**src/rtl/assert_macros.svh**
```systemverilog
// ---------------------------------------------------------------------------
// Assertion macros
// Clocked concurrent assertion wrappers shared by the RTL.
// ---------------------------------------------------------------------------
`ifndef ASSERT_MACROS_SVH
`define ASSERT_MACROS_SVH

`ifndef NO_ASSERTIONS

`define ASSERT_CLK(lbl, prop, msg) \
  lbl: assert property (@(posedge clk) disable iff (rst) prop) else $error(msg);

`define ASSERT_ALWAYS(lbl, prop, msg) \
  lbl: assert property (@(posedge clk) prop) else $error(msg);

`else

`define ASSERT_CLK(lbl, prop, msg)

`define ASSERT_ALWAYS(lbl, prop, msg)

`endif

`endif

```
**src/rtl/oale_pkg.sv**
```systemverilog
// ---------------------------------------------------------------------------
// Ordered array list package
// Sizes, operation and status codes, the entry type and the signed key compare of the list engine.
// ---------------------------------------------------------------------------
package oale_pkg;

  localparam int CAPACITY = 64;
  localparam int IDX_W    = $clog2(CAPACITY);
  localparam int CNT_W    = 7;
  localparam int POS_W    = 7;
  localparam int FIDX_W   = 6;
  localparam int OP_W     = 3;
  localparam int ST_W     = 3;
  localparam int DATA_W   = 32;

  localparam logic [CNT_W-1:0] CAP_CNT = CNT_W'(CAPACITY);

  typedef enum logic [OP_W-1:0] {
    OP_CLEAR   = 3'd0,
    OP_INSERT  = 3'd1,
    OP_REMOVE  = 3'd2,
    OP_READ    = 3'd3,
    OP_FIND    = 3'd4,
    OP_SORT_UP = 3'd5,
    OP_SORT_DN = 3'd6
  } op_t;

  typedef enum logic [ST_W-1:0] {
    ST_OK     = 3'd0,
    ST_FULL   = 3'd1,
    ST_EMPTY  = 3'd2,
    ST_BADIDX = 3'd3,
    ST_NOKEY  = 3'd4
  } status_t;

  typedef struct packed {
    logic signed [DATA_W-1:0] key;
    logic signed [DATA_W-1:0] value;
  } entry_t;

  function automatic logic key_gt(logic signed [DATA_W-1:0] a,
                                  logic signed [DATA_W-1:0] b);
    return a > b;
  endfunction

endpackage

```
**src/rtl/ordered_array_list_engine_top.sv**
```systemverilog
// ---------------------------------------------------------------------------
// Ordered array list engine
// Bounded positional key/value list with clear, insert, remove, read, find and sort.
// ---------------------------------------------------------------------------
// The request channel (req_valid, req_stall) carries op, pos, key and value.
// The response channel (rsp_valid, rsp_stall) carries one result for every
// request: status, out_key, out_value, found_index, entry_count, is_empty
// and is_full. Entries live in a single 64-deep memory with one write port
// and one registered read port; find compares keys for equality, sort with key_gt.
// The engine takes one request at a time and holds req_stall high while it
// works. Each memory access is a read registered in S_READ and then used
// in S_STEP; clear ends in S_START, the other operations make one access
// per entry read, visited or shifted, and insert and each sort pass end in
// S_PUT. A finished result sits in the output register while the
// next request is accepted; a new result waits until the receiver takes the
// previous one, so a stalled receiver simply holds the engine at its end.
// Reset empties the list at once; memory contents need no clearing since
// only positions below the count are ever read.
// ---------------------------------------------------------------------------
`include "assert_macros.svh"

module ordered_array_list_engine_top (
  input  logic                          clk,
  input  logic                          rst,
  input  logic                          req_valid,
  output logic                          req_stall,
  input  logic [oale_pkg::OP_W-1:0]     op,
  input  logic [oale_pkg::POS_W-1:0]    pos,
  input  logic signed [oale_pkg::DATA_W-1:0] key,
  input  logic signed [oale_pkg::DATA_W-1:0] value,
  output logic                          rsp_valid,
  input  logic                          rsp_stall,
  output logic [oale_pkg::ST_W-1:0]     status,
  output logic signed [oale_pkg::DATA_W-1:0] out_key,
  output logic signed [oale_pkg::DATA_W-1:0] out_value,
  output logic [oale_pkg::FIDX_W-1:0]   found_index,
  output logic [oale_pkg::CNT_W-1:0]    entry_count,
  output logic                          is_empty,
  output logic                          is_full
);
  import oale_pkg::*;

  typedef enum logic [5:0] {
    S_IDLE  = 6'b000001,
    S_START = 6'b000010,
    S_READ  = 6'b000100,
    S_STEP  = 6'b001000,
    S_PUT   = 6'b010000,
    S_DONE  = 6'b100000
  } state_t;

  state_t state;

  entry_t mem [CAPACITY];
  entry_t rd_data;

  op_t                      op_r;
  logic [POS_W-1:0]         pos_r;
  logic signed [DATA_W-1:0] key_r;
  logic signed [DATA_W-1:0] value_r;
  logic [CNT_W-1:0]         count;
  logic [CNT_W-1:0]         idx;
  logic [CNT_W-1:0]         lim;
  logic                     first;
  entry_t                   cur;

  status_t                  res_status;
  logic signed [DATA_W-1:0] res_key;
  logic signed [DATA_W-1:0] res_value;
  logic [FIDX_W-1:0]        res_fidx;

  logic                     is_sort;
  logic                     swap;
  logic [CNT_W-1:0]         idx_inc;
  logic [CNT_W-1:0]         idx_inc2;
  logic [CNT_W-1:0]         idx_dec;
  logic [CNT_W-1:0]         rd_idx;
  logic                     wr_en;
  logic [IDX_W-1:0]         wr_addr;
  entry_t                   wr_data;

  assign is_sort  = (op_r == OP_SORT_UP) || (op_r == OP_SORT_DN);
  assign idx_inc  = idx + CNT_W'(1);
  assign idx_inc2 = idx + CNT_W'(2);
  assign idx_dec  = idx - CNT_W'(1);
  assign swap     = (op_r == OP_SORT_DN) ? key_gt(rd_data.key, cur.key)
                                         : key_gt(cur.key, rd_data.key);
  assign req_stall = (state != S_IDLE);

  always_comb begin
    if (op_r == OP_INSERT) begin
      rd_idx = idx_dec;
    end else if ((op_r == OP_REMOVE || is_sort) && !first) begin
      rd_idx = idx_inc;
    end else begin
      rd_idx = idx;
    end
  end

  always_comb begin
    wr_en   = 1'b0;
    wr_addr = idx[IDX_W-1:0];
    wr_data = rd_data;
    if (state == S_PUT) begin
      wr_en = 1'b1;
      if (op_r == OP_INSERT) begin
        wr_addr = pos_r[IDX_W-1:0];
        wr_data = '{key: key_r, value: value_r};
      end else begin
        wr_data = cur;
      end
    end else if (state == S_STEP) begin
      wr_en = (op_r == OP_INSERT) || ((op_r == OP_REMOVE || is_sort) && !first);
      if (is_sort) begin
        wr_data = swap ? rd_data : cur;
      end
    end
  end

  always_ff @(posedge clk) begin
    if (wr_en) begin
      mem[wr_addr] <= wr_data;
    end
    rd_data <= mem[rd_idx[IDX_W-1:0]];
  end

  always_ff @(posedge clk) begin
    if (rst) begin
      state     <= S_IDLE;
      count     <= '0;
      rsp_valid <= 1'b0;
    end else begin
      if (rsp_valid && !rsp_stall && (state != S_DONE)) begin
        rsp_valid <= 1'b0;
      end
      unique case (state)
        S_IDLE: begin
          if (req_valid) begin
            op_r    <= op_t'(op);
            pos_r   <= pos;
            key_r   <= key;
            value_r <= value;
            state   <= S_START;
          end
        end
        S_START: begin
          res_status <= ST_OK;
          res_key    <= '0;
          res_value  <= '0;
          res_fidx   <= '0;
          first      <= 1'b1;
          idx        <= '0;
          state      <= S_DONE;
          unique case (op_r)
            OP_CLEAR: begin
              count <= '0;
            end
            OP_INSERT: begin
              if (count == CAP_CNT) begin
                res_status <= ST_FULL;
              end else if (pos_r > count) begin
                res_status <= ST_BADIDX;
              end else begin
                idx   <= count;
                state <= (count == pos_r) ? S_PUT : S_READ;
              end
            end
            OP_REMOVE: begin
              if (count == '0) begin
                res_status <= ST_EMPTY;
              end else if (pos_r >= count) begin
                res_status <= ST_BADIDX;
              end else begin
                idx   <= pos_r;
                state <= S_READ;
              end
            end
            OP_READ: begin
              if (pos_r >= count) begin
                res_status <= ST_BADIDX;
              end else begin
                idx   <= pos_r;
                state <= S_READ;
              end
            end
            OP_FIND: begin
              res_status <= ST_NOKEY;
              if (count != '0) begin
                state <= S_READ;
              end
            end
            OP_SORT_UP, OP_SORT_DN: begin
              lim <= count - CNT_W'(1);
              if (count > CNT_W'(1)) begin
                state <= S_READ;
              end
            end
            default: begin
            end
          endcase
        end
        S_READ: begin
          state <= S_STEP;
        end
        S_STEP: begin
          state <= S_DONE;
          unique case (op_r)
            OP_INSERT: begin
              idx   <= idx_dec;
              state <= (idx_dec == pos_r) ? S_PUT : S_READ;
            end
            OP_REMOVE: begin
              if (first) begin
                first     <= 1'b0;
                res_key   <= rd_data.key;
                res_value <= rd_data.value;
                if (idx_inc == count) begin
                  count <= count - CNT_W'(1);
                end else begin
                  state <= S_READ;
                end
              end else begin
                idx <= idx_inc;
                if (idx_inc2 == count) begin
                  count <= count - CNT_W'(1);
                end else begin
                  state <= S_READ;
                end
              end
            end
            OP_READ: begin
              res_key   <= rd_data.key;
              res_value <= rd_data.value;
            end
            OP_FIND: begin
              if (rd_data.key == key_r) begin
                res_status <= ST_OK;
                res_key    <= rd_data.key;
                res_value  <= rd_data.value;
                res_fidx   <= idx[FIDX_W-1:0];
              end else begin
                idx <= idx_inc;
                if (idx_inc != count) begin
                  state <= S_READ;
                end
              end
            end
            OP_SORT_UP, OP_SORT_DN: begin
              if (first) begin
                first <= 1'b0;
                cur   <= rd_data;
                state <= S_READ;
              end else begin
                if (!swap) begin
                  cur <= rd_data;
                end
                idx   <= idx_inc;
                state <= (idx_inc == lim) ? S_PUT : S_READ;
              end
            end
            default: begin
            end
          endcase
        end
        S_PUT: begin
          state <= S_DONE;
          if (op_r == OP_INSERT) begin
            count <= count + CNT_W'(1);
          end else if (lim != CNT_W'(1)) begin
            lim   <= lim - CNT_W'(1);
            idx   <= '0;
            first <= 1'b1;
            state <= S_READ;
          end
        end
        S_DONE: begin
          if (!rsp_valid || !rsp_stall) begin
            rsp_valid   <= 1'b1;
            status      <= res_status;
            out_key     <= res_key;
            out_value   <= res_value;
            found_index <= res_fidx;
            entry_count <= count;
            is_empty    <= (count == '0);
            is_full     <= (count == CAP_CNT);
            state       <= S_IDLE;
          end
        end
        default: begin
          state <= S_IDLE;
        end
      endcase
    end
  end

  `ASSERT_CLK(a_count_bound, count <= CAP_CNT, "entry count above capacity")
  `ASSERT_CLK(a_rsp_from_done, $rose(rsp_valid) |-> $past(state == S_DONE), "response without completion")
  `ASSERT_CLK(a_accept_start, (req_valid && !req_stall) |=> (state == S_START), "accepted request not started")
  `ASSERT_CLK(a_count_step, (count != $past(count)) |-> (count == $past(count) + CNT_W'(1) || count == $past(count) - CNT_W'(1) || count == '0), "count changed by more than one")

endmodule
```
**config.mk**
```make
export PLATFORM = sky130hd
export DESIGN_NAME = ordered_array_list_engine_top
export DESIGN_NICKNAME = d
export VERILOG_FILES = /design/src/rtl/oale_pkg.sv /design/src/rtl/ordered_array_list_engine_top.sv
export VERILOG_INCLUDE_DIRS = /design/src /design/src/rtl
export SDC_FILE = /design/constraint.sdc
export NUM_CORES = 2
export LEC_CHECK = 0
export BUFFER_PORTS_ARGS = -buffer_cell sky130_fd_sc_hd__clkbuf_2
export CORE_MARGIN = 2
export CORE_UTILIZATION = 33
export DETAILED_ROUTE_END_ITERATION = 8
export PLACE_DENSITY_LB_ADDON = 0.08
export RECOVER_POWER = 25
export SYNTH_ARGS = -nofsm -noshare
export SYNTH_HDL_FRONTEND = slang
export SYNTH_SLANG_ARGS = --single-unit
```
**constraint.sdc**
```tcl
create_clock -name clk -period 13.3 [get_ports clk]
set_input_delay 3.99 -clock clk [delete_from_list [all_inputs] [get_ports clk]]
set_output_delay 3.99 -clock clk [all_outputs]
set_load 0.02 [all_outputs]
```
==> impl_metrics.json <==
{
  "track_usage_pct": 21.4,
  "multi_input_area_um2": 38300,
  "final-hold-violation-count": 0,
  "synthTopCellsByCount": "4,404 x edfxtp_1, 1,024 x mux4_2, 968 x mux2i_1",
  "worst_slew_pin_slew_ps": 7390,
  "clk_latency_ps": 1080,
  "initial_core_util_pct": 33.1,
  "fin_hold_ws_ps": 386,
  "synth_nets": 7856,
  "place_ws_ps": 6410,
  "use_met2_pct": 35.1,
  "slowest_delay_ps": 5110,
  "dieArea_um2": 533000,
  "gr-total-overflow": 0,
  "status": "complete, but fails checks",
  "grt_busiest_layer": "met2",
  "grt_start_max_net_pins": 103,
  "postCtsSetupRepairBufs": 0,
  "startpoint_type": "flop",
  "hp-start": "res_value[19]",
  "wl_per_cell_um": 37.1,
  "grt_pass1_wl_um": 779000,
  "cp-startpoint": "state[0]",
  "synth.area.top_cells": "edfxtp_1 76%, mux4_2 13%, mux2i_1 5.6%",
  "worstPathCellList": "or4_1 > nor3b_4 > clkbuf_1 > nand2_1 > o21ai_0 > a22o_1 > nand2_1 > nor2_1 > clkbuf_1",
  "row_count": 266,
  "worstSetupPathType": "reg -> reg",
  "dp_hpwl_um": 308000,
  "fmax_mhz": 100,
  "gr-usage-met3_pct": 3.29,
  "tns_ps": 0,
  "path_buf_inv": 2,
  "drtAntennaViolNets": 0,
  "num_vias": 85100,
  "clock_sinks": 4482,
  "cts.path.max_buffers": 4,
  "wl_um": 580000,
  "fin_nets": 8407,
  "seq_area_um2": 134000,
  "worst-path-stages": 9,
  "arrival_ps": 10450,
  "worst_r2r_path_depth": 9,
  "critical-path-top-delay-family": "buffers and inverters",
  "period_needed_ps": 10000,
  "antenna_found_initial": 47,
  "fp.dieH_um": 730,
  "hp-class": "reg -> reg",
  "ys_warn_count": 0,
  "rsz0062_at_grt": "no",
  "place_inst": 14700,
  "drcViolationCount": 0,
  "holdPathStages": 0,
  "htreeDepth": 6,
  "synth_most_common_cell": "edfxtp_1",
  "slowest_stage": "clkbuf_1",
  "gp_congestion": 0.795,
  "cts-buffers-inserted": 519,
  "drtPass1Iterations": 6,
  "yosys.area.top_type_share_pct": 76.0,
  "syn_avg_cell_area_um2": 22.5,
  "holdBufCountCts": 0,
  "synthCells": 7729,
  "clk_pin_slew_ps": 60,
  "ioPinCount": 162,
  "fin_crit_sh_pct": 75.2,
  "layout-drive-gt1-share_pct": 24.5,
  "drv_cap": 94,
  "cts_tree": "yes",
  "timing.rr.start": "state[0]",
  "ctsRootBufferMaster": "clkbuf_16",
  "synthToLayoutAreaGrowth_pct": 14.9,
  "core_area_um2": 525000,
  "io_buffers": 161,
  "fp.dieW_um": 730,
  "grt_pass1_vias": 86900,
  "cp-end-kind": "flop",
  "synth_top_area_cell": "edfxtp_1",
  "pwr_density_cell_nw_per_um2": 156,
  "setup_violations": 0,
  "avgViaCountPerCell": 5.43,
  "crit_path_max_fanout": 47,
  "cp.required_ps": 13750,
  "synth_flop_cell": "edfxtp_1",
  "slew_violations": 2014,
  "timing.final.ws_setup_ps": 3300,
  "synth_edf_count": 4404,
  "globalRouteMet1Util_pct": 30.4,
  "ys_async_sr_fraction_pct": 0,
  "synth-seq-cells": 4482,
  "fin_skew_ps": 81.7,
  "leakagePower_nw": 63.9,
  "fillers": 47500,
  "stdcell_count": 15700,
  "violations": "max-capacitance violations, max-slew violations",
  "power_mw": 31.2,
  "slew_headroom_pct": -392,
  "drtIter0Drc": 10100,
  "ys_seq_area_share_pct": 76.9,
  "vdd_ir_drop_max_mv": 0.121,
  "syn_area_um2": 174000,
  "ctsResizeCount": 0,
  "ys_types": 69
}
state kept, by name, summed over array words and instances, names as in the netlist, 32 cells and up:
register	count
res_value	32
value_r	32
out_key	32
rd_data	64
mem	4096
cur	64
res_key	32
key_r	32
out_value	32
layer usage:
metal | routed length, um | vias to the layer above
met5 | 0 | -
met4 | 13600 | 0
met3 | 34700 | 672
met2 | 278000 | 2967
met1 | 254000 | 47700
li1 | - | 33800
where the power goes:
part	internal, mW	total [mW]	leakage (nW)	switching (mW)
logic	0.571	1.62	15.9	1.05
registers	15.8	15.9	40.2	0.102
clock network	7.79	13.6	7.80	5.83
total	24.2	31.2	63.9	6.98
final timing paths:
path | to | slack [ps]
min | out_value[19] | 390
max | mem[23][1] | 3300
min reg2reg | out_value[19] | 390
max reg2reg | mem[23][1] | 3300
worst reg2reg max path, cell delays in order (launching register included):
cell	delay (ps)
dfxtp_1	360
or4_1	610
nor3b_4	180
clkbuf_1	1480
nand2_1	230
o21ai_0	220
a22o_1	270
nand2_1	310
nor2_1	390
clkbuf_1	5110
area by class of cell:
cell class / instances / share of cell area [%]
inverters: 58 / 0.109
repair buffers: 437 / 1.45
well taps: 6968 / 4.36
multi-input cells: 2782 / 19.1
flip-flops and latches: 4482 / 66.9
clock inverters: 229 / 1.00
clock buffers: 690 / 7.02
diodes: 15 / 0.0188
logic make-up (layout without fill, tap and decap cells):
logic type / Yosys count / in the layout / share of synthesized area (%)
xor+xnor: 88 / 88 / 0.443
mux: 1993 / 1993 / 18.8
simple gates: 416 / 416 / 1.23
compound gates: 236 / 236 / 1.06
fa+ha+maj: 49 / 49 / 0.352
other cells: 0 / 15 / 0
buf+inv: 465 / 1414 / 1.21
flops: 4482 / 4482 / 76.9
through the flow:
step / utilization (%) / instance area, um2
after floorplan: - / 174000
after detailed placement: 35.2 / 185000
final: 38.1 / 200000
after CTS: 38.2 / 201000
after global routing: 38.1 / 200000
after global placement: 35.2 / 185000
cell usage in the layout (no fill, tap or decap), types with 11 or more instances in the layout:
master and count:
clkinv_1 96, inv_6 15, diode_2 15, nor2_1 121
clkbuf_2 121, inv_1 57, a22oi_1 12, a21oi_1 41
o22ai_1 14, edfxtp_1 4404, mux2i_1 968, nand4_1 21
or3_1 75, and2_0 37, xor2_1 17, o221a_2 56
clkbuf_1 243, xnor2_1 68, mux4_2 1024, nor2b_1 12
o21ai_0 31, clkinv_8 23, bufinv_16 17, clkinv_2 55
ha_1 49, nor2_4 11, dfxtp_1 78, buf_4 187
buf_12 25, clkbuf_16 527, nand2_1 55, nand3_1 23
clkbuf_8 24, nor3_1 13
Power figures use the tool's default switching activity.
